==> config.mk <==
export PLATFORM = sky130hd
export DESIGN_NAME = grc_ctrl
export DESIGN_NICKNAME = d
export VERILOG_FILES = /design/src/sv/grid_ray_cast_hit_point_core_macros.svh /design/src/sv/grc_pkg.sv /design/src/sv/grc_ctrl.sv
export SDC_FILE = /design/constraint.sdc
export NUM_CORES = 1
export LEC_CHECK = 0
export BUFFER_PORTS_ARGS = -buffer_cell sky130_fd_sc_hd__buf_4
export CAP_MARGIN = 20
export CORE_UTILIZATION = 40
export CTS_CLUSTER_SIZE = 14
export DETAILED_ROUTE_END_ITERATION = 8
export GPL_TIMING_DRIVEN = 0
export HOLD_SLACK_MARGIN = 0.08
export SYNTH_ARGS = -nofsm -noshare
export SYNTH_HDL_FRONTEND = slang
export SYNTH_SLANG_ARGS = --single-unit
==> constraint.sdc <==
create_clock -name i_clk -period 4.4 [get_ports i_clk]
set_clock_uncertainty 0.15 [all_clocks]
set_input_delay 0.88 -clock i_clk [delete_from_list [all_inputs] [get_ports i_clk]]
set_output_delay 0.88 -clock i_clk [all_outputs]
set_load 0.05 [all_outputs]
==> src/sv/grid_ray_cast_hit_point_core_macros.svh <==
// ----------------------------------------------------------------------------
// Assertion macros for the grid ray cast core
// Concurrent assertion shorthands, clocked on i_clk and disabled in reset.
// ----------------------------------------------------------------------------
`ifndef GRID_RAY_CAST_HIT_POINT_CORE_MACROS_SVH
`define GRID_RAY_CAST_HIT_POINT_CORE_MACROS_SVH

`ifndef NO_ASSERTIONS
`define GRC_ASSERT_IMP(lbl, ant, con) \
    lbl: assert property (@(posedge i_clk) disable iff (!i_rst_n) (ant) |-> (con)) \
        else $error("grc assertion failed");
`define GRC_ASSERT_NXT(lbl, ant, con) \
    lbl: assert property (@(posedge i_clk) disable iff (!i_rst_n) (ant) |=> (con)) \
        else $error("grc assertion failed");
`else
`define GRC_ASSERT_IMP(lbl, ant, con)
`define GRC_ASSERT_NXT(lbl, ant, con)
`endif

`endif

==> src/sv/grc_pkg.sv <==
// ----------------------------------------------------------------------------
// grc_pkg
// Types, codes and constants shared by the grid ray cast modules.
// ----------------------------------------------------------------------------
package grc_pkg;

    localparam int MAP_DEPTH       = 4096;
    localparam int ADDR_W          = 12;
    localparam int MAP_WIDTH_DEF   = 64;
    localparam int MAP_HEIGHT_DEF  = 64;
    localparam int TILE_SIZE_DEF   = 32;
    localparam int FRAC_ONE        = 16;
    localparam int DIV_N_W         = 34;
    localparam int DIV_D_W         = 17;

    localparam logic OPC_WRITE = 1'b0;
    localparam logic OPC_CAST  = 1'b1;

    localparam logic [1:0] EDGE_TOP    = 2'd0;
    localparam logic [1:0] EDGE_LEFT   = 2'd1;
    localparam logic [1:0] EDGE_BOTTOM = 2'd2;
    localparam logic [1:0] EDGE_RIGHT  = 2'd3;

    typedef struct packed {
        logic               opcode;
        logic [11:0]        cell_index;
        logic               cell_solid;
        logic signed [15:0] origin_x;
        logic signed [15:0] origin_y;
        logic signed [15:0] end_x;
        logic signed [15:0] end_y;
    } t_in;

    typedef struct packed {
        logic               hit;
        logic signed [15:0] stop_x;
        logic signed [15:0] stop_y;
    } t_out;

    typedef enum logic [4:0] {
        OP_NONE,
        OP_CLEAR,
        OP_WRITE,
        OP_LOAD,
        OP_FDIV_START,
        OP_FDIV_STORE,
        OP_WALK_INIT,
        OP_READ,
        OP_STEP,
        OP_HIT_INIT,
        OP_E_SETUP,
        OP_E_MUL1,
        OP_E_MUL2,
        OP_E_NB,
        OP_E_TEST,
        OP_DIV_START,
        OP_E_POINT,
        OP_E_SQ1,
        OP_E_SQ2,
        OP_E_CMP,
        OP_OUT_HIT,
        OP_OUT_MISS
    } t_op;

    typedef struct packed {
        t_op        op;
        logic [1:0] sel;
    } t_cmd;

    typedef struct packed {
        logic clr_last;
        logic solid;
        logic last;
        logic div_done;
        logic ok;
        logic out_free;
    } t_stat;

    typedef enum logic [4:0] {
        S_CLEAR,
        S_IDLE,
        S_FDIV_START,
        S_FDIV_WAIT,
        S_WALK_INIT,
        S_READ,
        S_CHECK,
        S_HIT_INIT,
        S_E_SETUP,
        S_E_MUL1,
        S_E_MUL2,
        S_E_NB,
        S_E_TEST,
        S_E_CHK,
        S_E_DIV,
        S_E_SQ1,
        S_E_SQ2,
        S_E_CMP,
        S_E_NEXT,
        S_OUT_HIT,
        S_OUT_MISS
    } t_state;

    function automatic logic signed [15:0] sat16(input logic signed [22:0] v);
        logic signed [15:0] r;
        if (v > 23'sd32767) begin
            r = 16'sh7fff;
        end else if (v < -23'sd32768) begin
            r = 16'sh8000;
        end else begin
            r = v[15:0];
        end
        return r;
    endfunction

endpackage

==> src/sv/grc_ctrl.sv <==
// ----------------------------------------------------------------------------
// grc_ctrl
// Sequencer for map clearing, map writes, the cell walk and the edge tests.
// ----------------------------------------------------------------------------
module grc_ctrl (
    input  logic           i_clk,
    input  logic           i_rst_n,
    input  logic           i_in_valid,
    input  logic           i_opcode,
    input  grc_pkg::t_stat i_stat,
    output logic           o_in_stall,
    output grc_pkg::t_cmd  o_cmd
);

    grc_pkg::t_state r_state, n_state;
    logic [1:0]      r_sel, n_sel;
    grc_pkg::t_op    op;

    always_ff @(posedge i_clk) begin
        if (!i_rst_n) begin
            r_state <= grc_pkg::S_CLEAR;
            r_sel   <= '0;
        end else begin
            r_state <= n_state;
            r_sel   <= n_sel;
        end
    end

    always_comb begin
        n_state = r_state;
        unique case (r_state)
            grc_pkg::S_CLEAR:      if (i_stat.clr_last) n_state = grc_pkg::S_IDLE;
            grc_pkg::S_IDLE: begin
                if (i_in_valid && (i_opcode == grc_pkg::OPC_CAST)) begin
                    n_state = grc_pkg::S_FDIV_START;
                end
            end
            grc_pkg::S_FDIV_START: n_state = grc_pkg::S_FDIV_WAIT;
            grc_pkg::S_FDIV_WAIT: begin
                n_state = (r_sel == 2'd3) ? grc_pkg::S_WALK_INIT : grc_pkg::S_FDIV_START;
            end
            grc_pkg::S_WALK_INIT:  n_state = grc_pkg::S_READ;
            grc_pkg::S_READ:       n_state = grc_pkg::S_CHECK;
            grc_pkg::S_CHECK: begin
                if (i_stat.solid) begin
                    n_state = grc_pkg::S_HIT_INIT;
                end else if (i_stat.last) begin
                    n_state = grc_pkg::S_OUT_MISS;
                end else begin
                    n_state = grc_pkg::S_READ;
                end
            end
            grc_pkg::S_HIT_INIT:   n_state = grc_pkg::S_E_SETUP;
            grc_pkg::S_E_SETUP:    n_state = grc_pkg::S_E_MUL1;
            grc_pkg::S_E_MUL1:     n_state = grc_pkg::S_E_MUL2;
            grc_pkg::S_E_MUL2:     n_state = grc_pkg::S_E_NB;
            grc_pkg::S_E_NB:       n_state = grc_pkg::S_E_TEST;
            grc_pkg::S_E_TEST:     n_state = grc_pkg::S_E_CHK;
            grc_pkg::S_E_CHK:      n_state = i_stat.ok ? grc_pkg::S_E_DIV : grc_pkg::S_E_NEXT;
            grc_pkg::S_E_DIV:      if (i_stat.div_done) n_state = grc_pkg::S_E_SQ1;
            grc_pkg::S_E_SQ1:      n_state = grc_pkg::S_E_SQ2;
            grc_pkg::S_E_SQ2:      n_state = grc_pkg::S_E_CMP;
            grc_pkg::S_E_CMP:      n_state = grc_pkg::S_E_NEXT;
            grc_pkg::S_E_NEXT: begin
                n_state = (r_sel == grc_pkg::EDGE_RIGHT) ? grc_pkg::S_OUT_HIT
                                                         : grc_pkg::S_E_SETUP;
            end
            grc_pkg::S_OUT_HIT:    if (i_stat.out_free) n_state = grc_pkg::S_IDLE;
            grc_pkg::S_OUT_MISS:   if (i_stat.out_free) n_state = grc_pkg::S_IDLE;
            default:               n_state = grc_pkg::S_CLEAR;
        endcase
    end

    always_comb begin
        op    = grc_pkg::OP_NONE;
        n_sel = r_sel;
        unique case (r_state)
            grc_pkg::S_CLEAR:      op = grc_pkg::OP_CLEAR;
            grc_pkg::S_IDLE: begin
                n_sel = '0;
                if (i_in_valid) begin
                    op = (i_opcode == grc_pkg::OPC_CAST) ? grc_pkg::OP_LOAD
                                                         : grc_pkg::OP_WRITE;
                end
            end
            grc_pkg::S_FDIV_START: op = grc_pkg::OP_FDIV_START;
            grc_pkg::S_FDIV_WAIT: begin
                op = grc_pkg::OP_FDIV_STORE;
                if (r_sel != 2'd3) n_sel = r_sel + 1'b1;
            end
            grc_pkg::S_WALK_INIT:  op = grc_pkg::OP_WALK_INIT;
            grc_pkg::S_READ:       op = grc_pkg::OP_READ;
            grc_pkg::S_CHECK: begin
                if (!i_stat.solid && !i_stat.last) op = grc_pkg::OP_STEP;
            end
            grc_pkg::S_HIT_INIT: begin
                op    = grc_pkg::OP_HIT_INIT;
                n_sel = grc_pkg::EDGE_TOP;
            end
            grc_pkg::S_E_SETUP:    op = grc_pkg::OP_E_SETUP;
            grc_pkg::S_E_MUL1:     op = grc_pkg::OP_E_MUL1;
            grc_pkg::S_E_MUL2:     op = grc_pkg::OP_E_MUL2;
            grc_pkg::S_E_NB:       op = grc_pkg::OP_E_NB;
            grc_pkg::S_E_TEST:     op = grc_pkg::OP_E_TEST;
            grc_pkg::S_E_CHK:      if (i_stat.ok) op = grc_pkg::OP_DIV_START;
            grc_pkg::S_E_DIV:      if (i_stat.div_done) op = grc_pkg::OP_E_POINT;
            grc_pkg::S_E_SQ1:      op = grc_pkg::OP_E_SQ1;
            grc_pkg::S_E_SQ2:      op = grc_pkg::OP_E_SQ2;
            grc_pkg::S_E_CMP:      op = grc_pkg::OP_E_CMP;
            grc_pkg::S_E_NEXT: begin
                if (r_sel != grc_pkg::EDGE_RIGHT) n_sel = r_sel + 1'b1;
            end
            grc_pkg::S_OUT_HIT:    if (i_stat.out_free) op = grc_pkg::OP_OUT_HIT;
            grc_pkg::S_OUT_MISS:   if (i_stat.out_free) op = grc_pkg::OP_OUT_MISS;
            default:               op = grc_pkg::OP_NONE;
        endcase
    end

    assign o_cmd      = '{op: op, sel: r_sel};
    assign o_in_stall = (r_state != grc_pkg::S_IDLE);

endmodule

-- After elaboration in Yosys (flattened, before gate mapping)
Index checks and enable logic that the tools add are counted.
W data, S select, Z words.
- register bits after elaboration: 7
- input bits: 10
- output and inout bits: 8
- logic and storage cells: 62
- $add $sub $neg: 1
- eq/ne operators: 28
- mux-type cells: 20
- reduce and logical (&&, ||, !) cells: 11
- operator list (operator ; count):
    $pmux W5 S20 ; 2
    $mux W5 ; 11
    $eq A5 B4 Y1 const B ; 8
    $eq A5 B5 Y1 const B ; 5
    $eq A5 B3 Y1 const B ; 4
    $eq A5 B2 Y1 const B ; 2
    $mux W4 ; 2
    $ne A2 B2 Y1 const B ; 4
    $reduce_or A2 Y1 ; 3
    $eq A5 B1 Y1 const B ; 1
    $logic_not A5 Y1 ; 1
    $ne A5 B1 Y1 const B ; 1
    $mux W2 ; 2
    $ne A2 B1 Y1 const B ; 2
    $pmux W2 S2 ; 1
    $reduce_and A4 Y1 ; 1
    $mux W3 ; 1
    $add A2 B1 Y2 const B ; 1
    $eq A2 B2 Y1 const B ; 1
    $logic_and A1 B1 Y1 ; 2
    $logic_not A1 Y1 ; 2
    $reduce_and A2 Y1 ; 1
    $reduce_bool A2 Y1 ; 1
    $mux W1 ; 1

-- Longest topological paths before layout
- word-level depth: 4
- depth in mapped cells: 6
- mapped depth without buffers: 6

-- Worst setup path after synthesis
No wires, ideal clock.
- path kind: input -> output
- from: input port i_stat[3] (netlist name)
- to: output port o_cmd[5] (netlist name)
- arrival: 2.137 ns
- data required time: 3.370 ns
- path slack: 1.233 ns
- stages on the path: 1
- buffers on the path: 0
- cells stage by stage: o32ai_1
- cells in the longest elaborated chain, start to end: 4
- RTL lines (element ; RTL line ; RTL):
    start: declaration ; grc_ctrl.sv:10 ; input grc_pkg::t_stat i_stat,
    $logic_not A1 Y1 ; grc_ctrl.sv:94 ; if (!i_stat.solid && !i_stat.last) op = grc_pkg::OP_STEP;
    $logic_and A1 B1 Y1 ; grc_ctrl.sv:94 ;
    $mux W4 ; grc_ctrl.sv:94 ;
    $pmux W5 S20 ; grc_ctrl.sv:77 ; unique case (r_state)
    end: declaration ; grc_ctrl.sv:12 ; output grc_pkg::t_cmd o_cmd
Every way passes these cells.

==> flow_metrics.env <==
export IMPL_status="complete, no violations"
export IMPL_nets=149
export IMPL_crit_chain="buf_2 -> nor2b_1 -> nand2_1 -> o32ai_1 -> buf_4"
export IMPL_fmax_mhz=348.4
export IMPL_ys_types=47
export IMPL_cts_buffers=3
export IMPL_core_sq_um=1962
export IMPL_synth_top_family_by_area="compound AO/OA/AOI/OAI gates"
export IMPL_critPathTopFamily="simple AND/OR/NAND/NOR gates"
export IMPL_wire_per_inst_um=15.91
export IMPL_syn_inst=116
export IMPL_path_class="register to primary output"
export IMPL_synth_compound_area_share_pct=38.63
export IMPL_max_stage_delay_ns=0.40
export IMPL_synthXorXnorAreaFrac_pct=2.080
export IMPL_cp_required_ns=3.37
export IMPL_worst_pin_slew_ns=0.4034
export IMPL_grt_use_met3_pct=6.792
export IMPL_ant_nets=0
export IMPL_grt_overflow=0
export IMPL_synthAdderAreaFrac_pct=1.486
export IMPL_routed_wl_um=2609
export IMPL_clock_sinks=7
export IMPL_grt_pass1_vias=907
export IMPL_area_growth_pct=22.29
export IMPL_use_met2_pct=39.46
export IMPL_fin_crit_sh_pct=65.24
export IMPL_cp_end_kind="primary output"
export IMPL_synth_top_area_share_pct=16.64
export IMPL_hp_class="register to register"
export IMPL_post_cts_buffers=0
export IMPL_finalPower_mw=0.3936
export IMPL_tritoncts="yes"
export IMPL_power_density_nw_per_um2=382.3
export IMPL_die_height_um=47.88
export IMPL_hold_viol=0
export IMPL_drive_above_1_share_pct=25.55
export IMPL_cts_hold_buffers_added=0
export IMPL_synth_seq_cells=7
export IMPL_grt_usage_pct=24.31
export IMPL_fillers=216
export IMPL_fin_setup_tns_ns=0
export IMPL_synthesis_nets=127
export IMPL_dr_pass1_iters=5
export IMPL_ys_seq_area_share_pct=16.64
export IMPL_path_buf_inv=2
export IMPL_io_pins=18
export IMPL_arrival_ns=1.84
export IMPL_use_met1_pct=32.07
export IMPL_yosys_warnings=0
export IMPL_die_x_um=47.88
export IMPL_synth_area_sq_um=842.1
export IMPL_crit_path_start_kind="register"
export IMPL_clk_pin_slew_ns=0.05
export IMPL_clockRootBuffer="clkbuf_4"
export IMPL_diodes=0
export IMPL_maxSlewViolCount=0
export IMPL_crit_fanout=10
export IMPL_clock_latency_ns=0.25
export IMPL_period_needed_ns=2.870
export IMPL_synth_top_area_cell="dfxtp_1"
export IMPL_port_buffers=17
export IMPL_grt_pass1_wl_um=3933
export IMPL_fp_row_count=16
export IMPL_synthFlopType="dfxtp_1"
export IMPL_synthArstFlopShare_pct=0
export IMPL_die_area_sq_um=2292
export IMPL_crit_slowest_cell="nor2b_1"
export IMPL_cts_buffer_depth=2
export IMPL_drt_initial_drc_count=43
export IMPL_utilization_pct=52.49
export IMPL_drcViolationCount=0
export IMPL_syn_avg_cell_area_sq_um=7.259
export IMPL_cts_resized_gates=0
export IMPL_yosys_area_share_simple_pct=30.46
export IMPL_viasPerCell=6.140
export IMPL_finalWeightedCongestion=0.8997
export IMPL_post_place_cells=160
export IMPL_relSlewSlack_pct=73.05
export IMPL_grt_setup_unrepaired="false"
export IMPL_grt_max_degree=11
export IMPL_cts_max_level=1
export IMPL_drv_cap=0
export IMPL_post_dp_hpwl_um=1990
export IMPL_synth_edf_count=0
export IMPL_netlist_top_cells_area="dfxtp_1 (17%), a21oi_1 (6.5%), nand2_1 (5.8%)"
export IMPL_ir_worst_vdd_mv=0.3042
export IMPL_gr_max_usage_layer="met2"
export IMPL_muxShareOfSynthArea_pct=1.189
export IMPL_setup_viol=0
export IMPL_layout_cells_non_filler=164
export IMPL_num_vias=1007
export IMPL_start_util_pct=42.92
export IMPL_p_leak_nw=0.4087
export IMPL_grt_antenna_before_repair=0
per-stage QoR:
| step | instance area [sq um] | hold WS [ns] | setup slack [ns] |
|---|---|---|---|
| global route | 1030 | 0.3692 | 1.436 |
| detailed placement | 1003 | 0.3334 | 1.631 |
| finish | 1030 | 0.3400 | 1.530 |
| floorplan | 842.1 | 0.5390 | 1.233 |
| CTS | 1030 | 0.3460 | 1.525 |
| global placement | 1003 | 0.3384 | 1.649 |
path summary, 6_finish.rpt:
kind / endpoint / startpoint / slack [ns] / cells past startpoint
max: o_cmd[5] / r_state[1] / 1.53 / 5
min: r_sel[0] / r_sel[0] / 0.34 / 1
max reg2reg: r_state[0] / r_state[1] / 2.52 / 6
min reg2reg: r_sel[0] / r_sel[0] / 0.34 / 1
worst reg2reg max path: cells and delay by family (launching register included):
kind	cells	cell delay, ns
AOI/OAI and AO/OA	3	0.59
and+or+nand+nor	2	0.45
DFF	1	0.34
buffers and inverters	1	0.24
kinds of logic (layout without fill, tap and decap cells):
logic type	Yosys count	in the layout
compound gates	43	43
fa+ha+maj	1	1
flops	7	7
mux	1	1
simple gates	48	48
buf+inv	14	35
xor+xnor	2	2
power breakdown:
part	internal, mW	switching, mW
clock	0.0345	0.0220
combinational	0.0964	0.165
sequential	0.0712	0.00498
total	0.202	0.192
Yosys cell counts, drive strengths merged (3+ instances only):
master,n
nand2,13
dfxtp,7
inv,4
a21oi,11
buf,10
nand2b,3
or3,4
nor2b,3
a31oi,4
o21ai,5
nor2,9
a32o,3
o22ai,3
final cells by class:
| class | count | area [sq um] | share of cell area, % |
|---|---|---|---|
| multi-input combinational | 95 | 621.8 | 60.39 |
| sequential | 7 | 140.1 | 13.61 |
| timing repair buffer | 17 | 127.6 | 12.39 |
| buffer | 10 | 65.06 | 6.318 |
| tap | 27 | 33.78 | 3.281 |
| clock buffer | 4 | 26.28 | 2.552 |
| inverter | 4 | 15.01 | 1.458 |
cell usage in the layout, fill, tap and decap left out, types with 2 or more instances in the layout:
cell      count
buf_6         2
a31oi_1       4
nor3b_1       2
buf_2         7
nor2b_1       3
o22ai_1       3
dfxtp_1       7
o32ai_1       2
clkbuf_4      3
nand3_1       2
nor3_1        2
a21oi_1      11
nand2b_1      3
or3_1         4
a32o_1        3
buf_4        18
o21ai_0       4
inv_1         3
o21a_1        2
xnor2_1       2
o211ai_1      2
nor2_1        9
nand2_1      13
sequential cells by signal, indices dropped and copies added, names as in the netlist:
signal and flops:
r_sel 2, r_state 5
routing by layer:
layer  vias up  wire length [um]
li1        484                 -
met1       468              1130
met2        49              1240
met3         6               201
met4         0                36
met5         -                 0
Note: power is estimated with default switching activity, not from simulation.
